`config.mk`:
```
export PLATFORM = sky130hd
export DESIGN_NAME = register_alu_with_flags_flat
export DESIGN_NICKNAME = d
export VERILOG_FILES = /design/src/sv/rawf_pkg.sv /design/src/sv/rawf_if.sv /design/src/sv/rawf_front.sv /design/src/sv/rawf_queue.sv /design/src/sv/rawf_back.sv /design/src/sv/register_alu_with_flags.sv /design/src/flat_wrapper.sv
export SDC_FILE = /design/constraint.sdc
export NUM_CORES = 1
export LEC_CHECK = 0
export BUFFER_PORTS_ARGS = -buffer_cell sky130_fd_sc_hd__buf_2
export CORE_AREA = 2 2 221 223
export CTS_BUF_LIST = sky130_fd_sc_hd__clkbuf_8
export CTS_CLUSTER_DIAMETER = 60
export DETAILED_ROUTE_END_ITERATION = 8
export DIE_AREA = 0 0 223 225
export SYNTH_ARGS = -nofsm -noshare
export SYNTH_HDL_FRONTEND = slang
export SYNTH_SLANG_ARGS = --single-unit
export TNS_END_PERCENT = 10
```
`constraint.sdc`:
```
create_clock -name i_clk -period 16.9 [get_ports i_clk]
set_clock_uncertainty 0.1 [all_clocks]
set_input_delay 4.225 -clock i_clk [delete_from_list [all_inputs] [get_ports i_clk]]
set_output_delay 4.225 -clock i_clk [all_outputs]
set_load 0.02 [all_outputs]
```
`src/sv/rawf_pkg.sv`:
```
// Shared types and constants for the register ALU with flags.
package rawf_pkg;

    localparam int unsigned DATA_W = 16;
    localparam int unsigned REG_N  = 8;
    localparam int unsigned IDX_W  = 3;
    localparam int unsigned MODE_W = 2;

    typedef enum logic [MODE_W-1:0] {
        MODE_MOV = 2'd0,
        MODE_ADD = 2'd1,
        MODE_SUB = 2'd2,
        MODE_CMP = 2'd3
    } t_mode;

    typedef struct packed {
        logic write_back;
        logic set_flags;
        logic subtract;
    } t_op;

    typedef struct packed {
        t_op                      op;
        logic [IDX_W-1:0]         dest_index;
        logic                     use_register;
        logic [IDX_W-1:0]         source_index;
        logic signed [DATA_W-1:0] immediate_value;
    } t_entry;

    typedef struct packed {
        logic overflow_flag;
        logic sign_flag;
        logic zero_flag;
        logic adjust_flag;
        logic parity_flag;
        logic carry_flag;
    } t_flags;

endpackage

```
`src/sv/rawf_if.sv`:
```
// Handshake interfaces for the operation and result channels.
interface rawf_in_if;
    import rawf_pkg::*;
    logic                     valid;
    logic                     ready;
    logic [MODE_W-1:0]        mode;
    logic [IDX_W-1:0]         dest_index;
    logic                     use_register;
    logic [IDX_W-1:0]         source_index;
    logic signed [DATA_W-1:0] immediate_value;

    modport source (
        output valid, mode, dest_index, use_register, source_index, immediate_value,
        input  ready
    );
    modport sink (
        input  valid, mode, dest_index, use_register, source_index, immediate_value,
        output ready
    );
endinterface

interface rawf_out_if;
    import rawf_pkg::*;
    logic                     valid;
    logic                     ready;
    logic signed [DATA_W-1:0] result_value;
    logic                     zero_flag;
    logic                     sign_flag;
    logic                     overflow_flag;
    logic                     parity_flag;
    logic                     carry_flag;
    logic                     adjust_flag;

    modport source (
        output valid, result_value, zero_flag, sign_flag, overflow_flag,
               parity_flag, carry_flag, adjust_flag,
        input  ready
    );
    modport sink (
        input  valid, result_value, zero_flag, sign_flag, overflow_flag,
               parity_flag, carry_flag, adjust_flag,
        output ready
    );
endinterface

```
`src/sv/rawf_front.sv`:
```
// Front end: accept operations and classify them into control bits.
module rawf_front (
    rawf_in_if.sink           i_in,
    input  logic              i_q_ready,
    output logic              o_push,
    output rawf_pkg::t_entry  o_entry
);
    import rawf_pkg::*;

    t_op op;

    always_comb begin
        unique case (t_mode'(i_in.mode))
            MODE_MOV: op = '{write_back: 1'b1, set_flags: 1'b0, subtract: 1'b0};
            MODE_ADD: op = '{write_back: 1'b1, set_flags: 1'b1, subtract: 1'b0};
            MODE_SUB: op = '{write_back: 1'b1, set_flags: 1'b1, subtract: 1'b1};
            MODE_CMP: op = '{write_back: 1'b0, set_flags: 1'b1, subtract: 1'b1};
            default:  op = '{write_back: 1'b0, set_flags: 1'b0, subtract: 1'b0};
        endcase
    end

    assign i_in.ready = i_q_ready;
    assign o_push     = i_in.valid && i_q_ready;

    always_comb begin
        o_entry.op              = op;
        o_entry.dest_index      = i_in.dest_index;
        o_entry.use_register    = i_in.use_register;
        o_entry.source_index    = i_in.source_index;
        o_entry.immediate_value = i_in.immediate_value;
    end

endmodule

```
`src/sv/rawf_queue.sv`:
```
// Small FIFO between the front end and the execute back end.
module rawf_queue #(
    parameter int unsigned DEPTH = 2
) (
    input  logic              i_clk,
    input  logic              i_rst_n,
    input  logic              i_push,
    input  rawf_pkg::t_entry  i_entry,
    output logic              o_ready,
    output logic              o_valid,
    output rawf_pkg::t_entry  o_entry,
    input  logic              i_pop
);
    import rawf_pkg::*;

    localparam int unsigned PTR_W = (DEPTH > 1) ? $clog2(DEPTH) : 1;
    localparam int unsigned CNT_W = $clog2(DEPTH + 1);

    t_entry             r_mem [DEPTH];
    logic [PTR_W-1:0]   r_wr_ptr, n_wr_ptr;
    logic [PTR_W-1:0]   r_rd_ptr, n_rd_ptr;
    logic [CNT_W-1:0]   r_count, n_count;
    logic               pop;

    assign o_ready = (r_count != CNT_W'(DEPTH));
    assign o_valid = (r_count != '0);
    assign o_entry = r_mem[r_rd_ptr];
    assign pop     = i_pop && o_valid;

    always_comb begin
        n_wr_ptr = r_wr_ptr;
        n_rd_ptr = r_rd_ptr;
        n_count  = r_count;
        if (i_push) begin
            n_wr_ptr = (r_wr_ptr == PTR_W'(DEPTH - 1)) ? '0 : r_wr_ptr + PTR_W'(1);
        end
        if (pop) begin
            n_rd_ptr = (r_rd_ptr == PTR_W'(DEPTH - 1)) ? '0 : r_rd_ptr + PTR_W'(1);
        end
        if (i_push && !pop) begin
            n_count = r_count + CNT_W'(1);
        end else if (!i_push && pop) begin
            n_count = r_count - CNT_W'(1);
        end
    end

    always_ff @(posedge i_clk) begin
        if (!i_rst_n) begin
            r_wr_ptr <= '0;
            r_rd_ptr <= '0;
            r_count  <= '0;
        end else begin
            r_wr_ptr <= n_wr_ptr;
            r_rd_ptr <= n_rd_ptr;
            r_count  <= n_count;
        end
    end

    always_ff @(posedge i_clk) begin
        if (i_push) begin
            r_mem[r_wr_ptr] <= i_entry;
        end
    end

`ifndef SYNTHESIS
    a_count_bound: assert property (@(posedge i_clk) disable iff (!i_rst_n)
        r_count <= CNT_W'(DEPTH))
        else $error("queue count beyond depth");
    a_no_overfill: assert property (@(posedge i_clk) disable iff (!i_rst_n)
        i_push |-> (r_count != CNT_W'(DEPTH)) || pop)
        else $error("push into full queue");
    a_reset_empty: assert property (@(posedge i_clk)
        !i_rst_n |=> (r_count == '0))
        else $error("queue not empty after reset");
`endif

endmodule

```
`src/sv/rawf_back.sv`:
```
// Back end: register file read, ALU with flags, write back and result register.
module rawf_back (
    input  logic              i_clk,
    input  logic              i_rst_n,
    input  logic              i_q_valid,
    input  rawf_pkg::t_entry  i_q_entry,
    output logic              o_pop,
    rawf_out_if.source        o_out
);
    import rawf_pkg::*;

    logic [DATA_W-1:0]  r_mem [REG_N];
    logic [REG_N-1:0]   r_reg_vld;

    logic               r_e1_valid;
    t_entry             r_e1;
    logic [DATA_W-1:0]  r_rd_a, r_rd_b;
    logic               r_rd_a_ok, r_rd_b_ok;

    logic               r_fwd_valid;
    logic [IDX_W-1:0]   r_fwd_dst;
    logic [DATA_W-1:0]  r_fwd_val;

    t_flags             r_flags;
    logic               r_out_valid;
    logic [DATA_W-1:0]  r_out_result;
    t_flags             r_out_flags;

    logic               adv;
    logic               mem_we;
    logic [DATA_W-1:0]  opnd_a, opnd_src, opnd_b, addend, result;
    logic [DATA_W:0]    sum;
    logic               carry_out;
    t_flags             n_flags;

    assign adv    = !r_out_valid || o_out.ready;
    assign o_pop  = adv && i_q_valid;
    assign mem_we = adv && r_e1_valid && r_e1.op.write_back;

    always_comb begin
        if (r_fwd_valid && r_fwd_dst == r_e1.dest_index) begin
            opnd_a = r_fwd_val;
        end else begin
            opnd_a = r_rd_a_ok ? r_rd_a : '0;
        end
        if (r_fwd_valid && r_fwd_dst == r_e1.source_index) begin
            opnd_src = r_fwd_val;
        end else begin
            opnd_src = r_rd_b_ok ? r_rd_b : '0;
        end
        opnd_b = r_e1.use_register ? opnd_src : DATA_W'(r_e1.immediate_value);
    end

    always_comb begin
        addend    = r_e1.op.subtract ? ~opnd_b : opnd_b;
        sum       = {1'b0, opnd_a} + {1'b0, addend} + {{DATA_W{1'b0}}, r_e1.op.subtract};
        carry_out = sum[DATA_W];
        result    = r_e1.op.set_flags ? sum[DATA_W-1:0] : opnd_b;

        n_flags.carry_flag     = r_e1.op.subtract ? !carry_out : carry_out;
        n_flags.parity_flag    = ~^result[7:0];
        n_flags.adjust_flag    = opnd_a[4] ^ opnd_b[4] ^ result[4];
        n_flags.zero_flag      = (result == '0);
        n_flags.sign_flag      = result[DATA_W-1];
        if (r_e1.op.subtract) begin
            n_flags.overflow_flag = (opnd_a[DATA_W-1] ^ opnd_b[DATA_W-1])
                                  & (opnd_a[DATA_W-1] ^ result[DATA_W-1]);
        end else begin
            n_flags.overflow_flag = ~(opnd_a[DATA_W-1] ^ opnd_b[DATA_W-1])
                                  & (opnd_a[DATA_W-1] ^ result[DATA_W-1]);
        end
    end

    always_ff @(posedge i_clk) begin
        if (mem_we) begin
            r_mem[r_e1.dest_index] <= result;
        end
        if (o_pop) begin
            r_rd_a <= r_mem[i_q_entry.dest_index];
            r_rd_b <= r_mem[i_q_entry.source_index];
        end
    end

    always_ff @(posedge i_clk) begin
        if (!i_rst_n) begin
            r_reg_vld   <= '0;
            r_rd_a_ok   <= 1'b0;
            r_rd_b_ok   <= 1'b0;
            r_e1_valid  <= 1'b0;
            r_fwd_valid <= 1'b0;
            r_flags     <= '0;
            r_out_valid <= 1'b0;
        end else if (adv) begin
            r_e1_valid  <= i_q_valid;
            r_out_valid <= r_e1_valid;
            if (i_q_valid) begin
                r_rd_a_ok <= r_reg_vld[i_q_entry.dest_index];
                r_rd_b_ok <= r_reg_vld[i_q_entry.source_index];
            end
            if (mem_we) begin
                r_reg_vld[r_e1.dest_index] <= 1'b1;
                r_fwd_valid                <= 1'b1;
            end
            if (r_e1_valid && r_e1.op.set_flags) begin
                r_flags <= n_flags;
            end
        end
    end

    always_ff @(posedge i_clk) begin
        if (adv) begin
            if (i_q_valid) begin
                r_e1 <= i_q_entry;
            end
            if (mem_we) begin
                r_fwd_dst <= r_e1.dest_index;
                r_fwd_val <= result;
            end
            if (r_e1_valid) begin
                r_out_result <= result;
                r_out_flags  <= r_e1.op.set_flags ? n_flags : r_flags;
            end
        end
    end

    assign o_out.valid          = r_out_valid;
    assign o_out.result_value   = r_out_result;
    assign o_out.zero_flag      = r_out_flags.zero_flag;
    assign o_out.sign_flag      = r_out_flags.sign_flag;
    assign o_out.overflow_flag  = r_out_flags.overflow_flag;
    assign o_out.parity_flag    = r_out_flags.parity_flag;
    assign o_out.carry_flag     = r_out_flags.carry_flag;
    assign o_out.adjust_flag    = r_out_flags.adjust_flag;

`ifndef SYNTHESIS
    a_cmp_no_write: assert property (@(posedge i_clk) disable iff (!i_rst_n)
        mem_we |-> r_e1.op.write_back && r_e1_valid)
        else $error("register write without a writing operation");
    a_move_keeps_flags: assert property (@(posedge i_clk) disable iff (!i_rst_n)
        adv && r_e1_valid && !r_e1.op.set_flags |=> $stable(r_flags))
        else $error("flags changed by move");
    a_exec_to_out: assert property (@(posedge i_clk) disable iff (!i_rst_n)
        adv && r_e1_valid |=> r_out_valid)
        else $error("executed operation lost before result register");
    a_hold_on_stall: assert property (@(posedge i_clk) disable iff (!i_rst_n)
        !adv |=> $stable(r_e1_valid) && $stable(r_flags))
        else $error("execute stage moved during stall");
`endif

endmodule

```
`src/sv/register_alu_with_flags.sv`:
```
// Top level of the 16-bit register ALU with 8086-style flags.
//
//   channel   dir   modport  payload
//   i_in      in    sink     mode, dest_index, use_register, source_index, immediate_value
//   o_out     out   source   result_value, zero/sign/overflow/parity/carry/adjust flags
//
// One operation per cycle sustained while o_out is not stalled; an accepted operation
// is read out of the queue with its operands, then executed into the result register.
// The register file read is registered; a one-entry bypass covers the write
// issued on the same edge. Reset clears the queue, flags and register valid bits.
// A stalled result register holds the execute stage; the queue keeps accepting
// until it is full.
module register_alu_with_flags #(
    parameter int unsigned QUEUE_DEPTH = 2
) (
    input  logic        i_clk,
    input  logic        i_rst_n,
    rawf_in_if.sink     i_in,
    rawf_out_if.source  o_out
);
    import rawf_pkg::*;

    logic   push, q_ready, q_valid, pop;
    t_entry push_entry, q_entry;

    rawf_front u_front (
        .i_in      (i_in),
        .i_q_ready (q_ready),
        .o_push    (push),
        .o_entry   (push_entry)
    );

    rawf_queue #(
        .DEPTH (QUEUE_DEPTH)
    ) u_queue (
        .i_clk   (i_clk),
        .i_rst_n (i_rst_n),
        .i_push  (push),
        .i_entry (push_entry),
        .o_ready (q_ready),
        .o_valid (q_valid),
        .o_entry (q_entry),
        .i_pop   (pop)
    );

    rawf_back u_back (
        .i_clk     (i_clk),
        .i_rst_n   (i_rst_n),
        .i_q_valid (q_valid),
        .i_q_entry (q_entry),
        .o_pop     (pop),
        .o_out     (o_out)
    );

endmodule

```
`src/flat_wrapper.sv`:
```
// flat-port wrapper written by rule: the top's interface ports become plain ports
module register_alu_with_flags_flat import rawf_pkg::*;
#(
    parameter int unsigned QUEUE_DEPTH = 2
)
  (i_clk, i_rst_n, i_in_valid, i_in_mode, i_in_dest_index, i_in_use_register, i_in_source_index, i_in_immediate_value, i_in_ready, o_out_valid, o_out_result_value, o_out_zero_flag, o_out_sign_flag, o_out_overflow_flag, o_out_parity_flag, o_out_carry_flag, o_out_adjust_flag, o_out_ready);
  rawf_in_if i_in_i ();
  rawf_out_if o_out_i ();
  input  logic i_clk;
  input  logic i_rst_n;
  input wire logic [$bits(i_in_i.valid)-1:0] i_in_valid;
  input wire logic [$bits(i_in_i.mode)-1:0] i_in_mode;
  input wire logic [$bits(i_in_i.dest_index)-1:0] i_in_dest_index;
  input wire logic [$bits(i_in_i.use_register)-1:0] i_in_use_register;
  input wire logic [$bits(i_in_i.source_index)-1:0] i_in_source_index;
  input wire logic [$bits(i_in_i.immediate_value)-1:0] i_in_immediate_value;
  output wire logic [$bits(i_in_i.ready)-1:0] i_in_ready;
  output wire logic [$bits(o_out_i.valid)-1:0] o_out_valid;
  output wire logic [$bits(o_out_i.result_value)-1:0] o_out_result_value;
  output wire logic [$bits(o_out_i.zero_flag)-1:0] o_out_zero_flag;
  output wire logic [$bits(o_out_i.sign_flag)-1:0] o_out_sign_flag;
  output wire logic [$bits(o_out_i.overflow_flag)-1:0] o_out_overflow_flag;
  output wire logic [$bits(o_out_i.parity_flag)-1:0] o_out_parity_flag;
  output wire logic [$bits(o_out_i.carry_flag)-1:0] o_out_carry_flag;
  output wire logic [$bits(o_out_i.adjust_flag)-1:0] o_out_adjust_flag;
  input wire logic [$bits(o_out_i.ready)-1:0] o_out_ready;
  assign i_in_i.valid = i_in_valid;
  assign i_in_i.mode = i_in_mode;
  assign i_in_i.dest_index = i_in_dest_index;
  assign i_in_i.use_register = i_in_use_register;
  assign i_in_i.source_index = i_in_source_index;
  assign i_in_i.immediate_value = i_in_immediate_value;
  assign i_in_ready = i_in_i.ready;
  assign o_out_valid = o_out_i.valid;
  assign o_out_result_value = o_out_i.result_value;
  assign o_out_zero_flag = o_out_i.zero_flag;
  assign o_out_sign_flag = o_out_i.sign_flag;
  assign o_out_overflow_flag = o_out_i.overflow_flag;
  assign o_out_parity_flag = o_out_i.parity_flag;
  assign o_out_carry_flag = o_out_i.carry_flag;
  assign o_out_adjust_flag = o_out_i.adjust_flag;
  assign o_out_i.ready = o_out_ready;
  register_alu_with_flags #(.QUEUE_DEPTH(QUEUE_DEPTH)) u_core (.i_clk(i_clk), .i_rst_n(i_rst_n), .i_in(i_in_i), .o_out(o_out_i));
endmodule
```
# --- After elaboration in Yosys (flattened, before gate mapping) ---
# Memories as Yosys holds them, arrays and structs flattened. A register that Yosys moved wholly into a read port is not among the register bits.
# Index checks and enable logic that the tools add are counted.
totals:
  reg_bits: 90
  ramBits: 180
  in_bits: 29
  output_inout_bits: 24
  memories: 2
mem_list:
  columns: ["name", "depth", "width", "rd", "rd_ports_with_merged_regs", "wr", "line", "source"]
  rows:
  - ["u_core.u_back.r_mem", 8, 16, 2, 2, 1, "rawf_back.sv:12", "logic [DATA_W-1:0] r_mem [REG_N];"]
  - ["u_core.u_queue.r_mem", 2, 26, 1, 1, 1, "rawf_queue.sv:19", "t_entry r_mem [DEPTH];"]
op_classes:
  n_addsub: 6
  magnitude_cmp: 4
  n_eq_ne: 6
  mux: 27
  bitwise_logic: 9
  n_reduce_logical: 25
op_table:
  columns: ["cell", "count"]
  rows:
  - ["two-way mux 16 bit", 7]
  - ["adder 16 x 16 -> 17 bit", 1]
  - ["adder 17 x 1 -> 17 bit", 1]
  - ["zero test 16 bit", 1]
  - ["inverter 16 bit", 1]
  - ["two-way mux 1 bit", 13]
  - ["< comparator 3 x 4 -> 1 bit (second input constant)", 3]
  - ["case mux 3 bit (4 select lines)", 1]
  - ["logical AND 1 bit", 11]
  - ["bitwise OR 8 bit", 1]
  - ["AND reduction 2 bit", 4]
  - ["XNOR reduction 8 bit", 1]
  - ["binary-select mux 1 bit (select 3 bit)", 2]
  - ["equality test 3 bit", 2]
  - ["two-way mux 6 bit", 1]
  - ["equality test 2 bit (second input constant)", 2]
  - ["zero test 1 bit", 4]
  - ["two-way mux 2 bit", 2]
  - ["nonzero test 2 bit", 2]
  - ["bitwise XOR 1 bit", 4]
  - ["demux 1 bit (select 3 bit)", 1]
  - ["greater-or-equal comparator 3 x 1 -> 1 bit (second input constant)", 1]
  - ["adder 1 bit (second input constant)", 2]
  - ["adder 2 x 1 -> 2 bit (second input constant)", 1]
  - ["other kinds (7)", 8]

# --- Logic depth before layout (Yosys ltp) ---
depth:
  depth_word: 13
  ltp_mapped: 21

# --- Hierarchy ---
# A second synthesis with hierarchy kept.
unflattened:
  cells_unflattened: 895
  hier_area_um2: 13995.9
modules_own_cells:
  columns: ["mod", "instances", "cells_each", "area_per_inst_um2", "seq_area_each_um2"]
  rows:
  - ["rawf_back", 1, 764, 11701.2, 7196.9]
  - ["rawf_queue", 1, 103, 2094.5, 1661.6]
  - ["rawf_front", 1, 28, 200.2, 0.0]

# --- Least setup slack after synthesis ---
# OpenSTA, ideal clock, no wires.
synth_timing:
  path_type: "input port to flip-flop"
  startpoint: "input o_out_ready"
  endpoint: "register u_core.u_queue.r_count[1]"
  setup_ps: 76
  arrival_ps: 8151
  slack_ps: 8574
  path_stages: 6
  path_buffers: 0
  cell_sequence: "nor2b_1 nor2_1 inv_1 ha_1 or3_1 a21boi_0"
synth_via:
  elab_chain_len: 6
synth_lines:
  columns: ["item", "line", "source"]
  rows:
  - ["from (decl)", "flat_wrapper.sv:26", "input wire logic [$bits(o_out_i.ready)-1:0] o_out_ready;"]
  - ["logical OR 1 bit (*)", "rawf_back.sv:36", "assign adv = !r_out_valid || o_out.ready;"]
  - ["logical AND 1 bit (*)", "rawf_back.sv:37", "assign o_pop = adv && i_q_valid;"]
  - ["named net u_core.pop", "register_alu_with_flags.sv:23", "logic push, q_ready, q_valid, pop;"]
  - ["logical AND 1 bit (*)", "rawf_queue.sv:28", "assign pop = i_pop && o_valid;"]
  - ["zero test 1 bit", "rawf_queue.sv:40", "if (i_push && !pop) begin"]
  - ["logical AND 1 bit", "rawf_queue.sv:40", null]
  - ["two-way mux 2 bit or nonzero test 2 bit (tied branches)", null, null]
  - ["to (signal assigned)", "rawf_queue.sv:55", "r_count <= n_count;"]
  - ["to (decl)", "rawf_queue.sv:22", "logic [CNT_W-1:0] r_count, n_count;"]
# Mark *: on every way through the listed nets, which the timed path passes. The rest lies on a longest branch.
# A chain may end at the register's enable or synchronous reset.

# --- Worst setup path after layout ---
layout_timing:
  startpoint: "input o_out_ready"
  endpoint: "memory u_core.u_back.r_mem[10][11], in the netlist u_core.u_back.r_mem[5][11], enable pin"
layout_via:
  elab_chain_len: 5
layout_lines:
  columns: ["item", "line", "source"]
  rows:
  - ["logical OR 1 bit", "rawf_back.sv:36", null]
  - ["logical AND 1 bit (2 in series)", "rawf_back.sv:38", "assign mem_we = adv && r_e1_valid && r_e1.op.write_back;"]
  - ["two-way mux 1 bit", "rawf_back.sv:75", "if (mem_we) begin"]
  - ["two-way mux 1 bit (not written as such)", "rawf_back.sv:76", "r_mem[r_e1.dest_index] <= result;"]
  - ["to (decl)", "rawf_back.sv:12", null]
# Every way passes these cells.

==> impl_metrics.py <==
metrics = {
    "layout": {
        "drive_gt1_share_pct": 14.2,
        "nets": 1413,
        "utilization_pct": 34.1,
        "syn_to_final_growth_pct": 14.7,
        "antenna_cells": 0,
        "fill_cells": 4649,
    },
    "clocking": {
        "root_buffer": "clkbuf_8",
        "cts_made_buffers": 50,
        "clock_latency_ns": 0.59,
        "clkTransAtPathRegs_ns": 0.06,
        "clockBufferDepth": 3,
        "htree_levels": 2,
        "ctsHoldBuffers": 0,
        "post_cts_buffers": 0,
        "cts.sinks": 303,
        "cts_tree": "done",
        "cts_resized": 0,
    },
    "worst_hold_path": {
        "hold_path.class": "register to register",
    },
    "detailed_routing": {
        "via_per_inst": 5.11,
        "drc_errors": 0,
        "routed_wl_um": 38000,
        "first_pass_iters": 7,
        "drtAntennaViolNets": 0,
        "routedWlPerCell_um": 18.8,
        "vias": 10300,
        "first_iter_violations": 1134,
    },
    "floorplan": {
        "start_util_pct": 29.7,
        "io_pins": 53,
        "row_count": 80,
        "dieHeight_um": 225,
        "coreArea_um2": 47500,
        "die_width_um": 223,
        "die-area_um2": 50200,
    },
    "global_routing": {
        "antenna_found_initial": 0,
        "grt_max_degree": 69,
        "grtUsageTotal_pct": 14.9,
        "grt_use_met1_pct": 19.3,
        "grt-busiest-layer": "met2",
        "grt_util_met2_pct": 25.4,
        "grt_use_met3_pct": 3.05,
        "grt_pass1_wl_um": 57700,
        "grt-ovfl-total": 0,
        "grt_pass1_vias": 9950,
    },
    "pwr": {
        "pwr_density_cell_nw_per_um2": 223,
        "leakagePower_nw": 5.99,
        "p_sw_share_pct": 42.2,
        "switchingPower_mw": 1.52,
        "ir_drop_uv": 96.4,
        "combPwrFrac_pct": 45.8,
        "internal_power_mw": 2.09,
        "seqPwrFrac_pct": 36.5,
        "clkPwrFrac_pct": 17.7,
    },
    "yosys": {
        "synth.area.top_cells": "edfxtp_1, nand2_1, nand3_1",
        "syn_nets": 1355,
        "syn_inst": 1304,
        "syn_avg_cell_area_um2": 10.8,
        "synth_edf_count": 279,
        "ys_types": 63,
        "synth_flop_cell": "edfxtp_1",
        "syn_area_um2": 14100,
        "synth_top_area_share_pct": 59.3,
        "synth_top_area_cell": "edfxtp_1",
        "async_flop_share_pct": 0,
        "yosysSeqAreaShare_pct": 62.7,
        "yosys_warnings": 0,
        "ys_ff_latch": 303,
    },
    "job": {
        "drv_cap": 0,
    },
    "timing": {
        "slew_viol_final": 0,
        "period_needed_ns": 6.63,
        "fin_crit_sh_pct": 39.2,
        "grt_setup_unrepaired": "false",
        "maxSlewHeadroom_pct": 9.87,
        "hold_viol": 0,
        "clock.fmax_ghz": 0.151,
        "tightest_slew_ns": 1.35,
        "final-setup-viol-count": 0,
        "fin_setup_tns_ns": 0,
    },
    "setup_path": {
        "startpoint_type": "input pin",
        "worst-endpoint-arrival_ns": 6.72,
        "r2r_setup_slack_ns": 11.26,
        "rr_worst_depth": 13,
        "r2r-end": "u_core.u_back.r_mem[7][15]",
        "crit_path_start": "o_out_ready",
        "criticalPathCategory": "input pin to register",
        "crit_end": "u_core.u_back.r_mem[5][11]",
        "cp-end-kind": "register",
        "required_ns": 16.99,
        "path_max_fanout": 21,
        "regToRegStartpoint": "u_core.u_back.r_fwd_dst[2]",
    },
    "placement": {
        "io_buffers": 52,
        "place.gp.congestion": 0.847,
        "hpwl_um": 24600,
    },
    "status": {
        "status": "complete, no violations",
    },
}
==> critical path, cell delays in order <==
cell and delay [ns]:
buf_2 0.09, nand2b_1 0.10, and2_1 0.14, nand2_1 0.24
inv_1 0.71, nand2_1 0.37, nor2_2 0.83
==> flip-flops by register name, indices dropped and copies added (netlist names), 8 cells and up, named ones only <==
register,cells
u_core.u_back.r_mem,128
u_core.u_queue.r_mem,52
u_core.u_back.r_e1,26
u_core.u_back.o_out.result_value,16
u_core.u_back.r_fwd_val,16
u_core.u_back.r_rd_a,16
u_core.u_back.r_rd_b,16
u_core.u_back.r_reg_vld,8
==> power groups by stage <==
| stage | registers (mW) | clock network [mW] | logic (mW) |
|---|---|---|---|
| floorplan | 1.31 | 0 | 1.05 |
| global placement | 1.33 | 0 | 1.61 |
| detailed placement | 1.33 | 0 | 1.63 |
| CTS | 1.32 | 0.656 | 1.64 |
| global route | 1.34 | 0.686 | 1.80 |
| finish | 1.32 | 0.640 | 1.65 |
==> Yosys cell counts, types with 3 or more instances <==
library cell / instances
xnor2_1: 22
a21boi_0: 4
dfxtp_1: 24
edfxtp_1: 279
nand4_1: 5
nand2_1: 365
o211a_1: 3
buf_1: 12
nor3_1: 12
a211oi_1: 6
nor2_1: 27
inv_1: 24
ha_1: 21
and2_1: 11
xor2_1: 13
and3_1: 5
a21o_1: 5
mux2_2: 25
nor4_1: 3
o21a_1: 17
a31oi_1: 12
o211ai_1: 4
a21oi_1: 15
o21ai_0: 70
o21bai_1: 3
or3_1: 3
nand3_1: 186
or2_2: 3
nor2b_1: 3
clkbuf_1: 60
mux2i_1: 18
nand2b_1: 6
==> metrics by stage <==
step | instance area [um^2] | hold slack, ns | instances | total power, mW | worst slack (ns)
finish | 16200 | 0.368 | 2016 | 3.61 | 10.27
global route | 16200 | 0.394 | 2016 | 3.82 | 10.04
CTS | 16200 | 0.369 | 2016 | 3.62 | 10.19
detailed placement | 15200 | 0.361 | 1925 | 2.96 | 9.57
global placement | 15200 | 0.347 | 1925 | 2.94 | 9.69
floorplan | 14100 | 0.341 | 1304 | 2.36 | 8.57
==> cell families after synthesis <==
logic type	after synthesis	share of synthesized area, %
AOI/OAI and AO/OA	167	7.68
xor gates and xnor gates	35	2.17
adders and majority gates	22	2.00
buffers and inverters	99	2.65
DFF	303	62.7
muxes	43	3.27
and+or+nand+nor	635	19.6
==> metal layers <==
layer  vias up  part of all wire, %
met1      5040                   42
met4         0                  2.1
met3        68                  7.7
li1       4806                    -
met5         -                    0
met2       397                   49
==> area by class of cell <==
class | instances | area (um^2) | area share, %
Multi-Input combinational cell | 902 | 5030 | 31.0
Clock inverter | 35 | 225 | 1.39
Clock buffer | 56 | 771 | 4.75
Timing Repair Buffer | 80 | 470 | 2.90
Inverter | 25 | 93.8 | 0.579
Sequential cell | 303 | 8860 | 54.6
Tap cell | 615 | 769 | 4.75
==> layout by cell type (no fill, tap or decap), types with 4 or more instances in the layout <==
| cell type | Yosys | routed |
|---|---|---|
| nand2_1 | 365 | 365 |
| edfxtp_1 | 279 | 279 |
| nand3_1 | 186 | 186 |
| o21ai_0 | 70 | 69 |
| clkbuf_8 | 0 | 56 |
| buf_2 | 1 | 52 |
| inv_1 | 24 | 43 |
| buf_4 | 0 | 28 |
| mux2_2 | 25 | 25 |
| dfxtp_1 | 24 | 23 |
| nor2_1 | 27 | 22 |
| xnor2_1 | 22 | 22 |
| ha_1 | 21 | 21 |
| o21a_1 | 17 | 17 |
| a21oi_1 | 15 | 15 |
| xor2_1 | 13 | 13 |
| mux2i_1 | 18 | 12 |
| a31oi_1 | 12 | 12 |
| and2_1 | 11 | 11 |
| nor3_1 | 12 | 8 |
| clkinv_1 | 1 | 7 |
| mux2i_4 | 0 | 6 |
| nand2b_1 | 6 | 6 |
| a211oi_1 | 6 | 6 |
| and3_1 | 5 | 5 |
| a21o_1 | 5 | 5 |
| nand4_1 | 5 | 5 |
| nor2_2 | 0 | 4 |
| nor3_2 | 0 | 4 |
| a21boi_0 | 4 | 4 |
| o211ai_1 | 4 | 4 |
==> how the worst min path moves through the flow <==
stage / cells past startpoint / slack (ns) / to / start
2_1_floorplan: 2 / 0.34 / u_core.u_back.r_flags[1] / u_core.u_back.r_flags[1]
3_3_place_gp: 2 / 0.35 / u_core.u_back.r_flags[1] / u_core.u_back.r_flags[1]
3_5_place_dp: 2 / 0.36 / u_core.u_back.r_flags[1] / u_core.u_back.r_flags[1]
4_1_cts: 2 / 0.37 / u_core.u_back.r_flags[1] / u_core.u_back.r_flags[1]
5_1_grt: 2 / 0.39 / u_core.u_back.r_flags[1] / u_core.u_back.r_flags[1]
6_report: 2 / 0.37 / u_core.u_back.r_flags[1] / u_core.u_back.r_flags[1]
No activity file was read; power rests on OpenSTA's default activity.
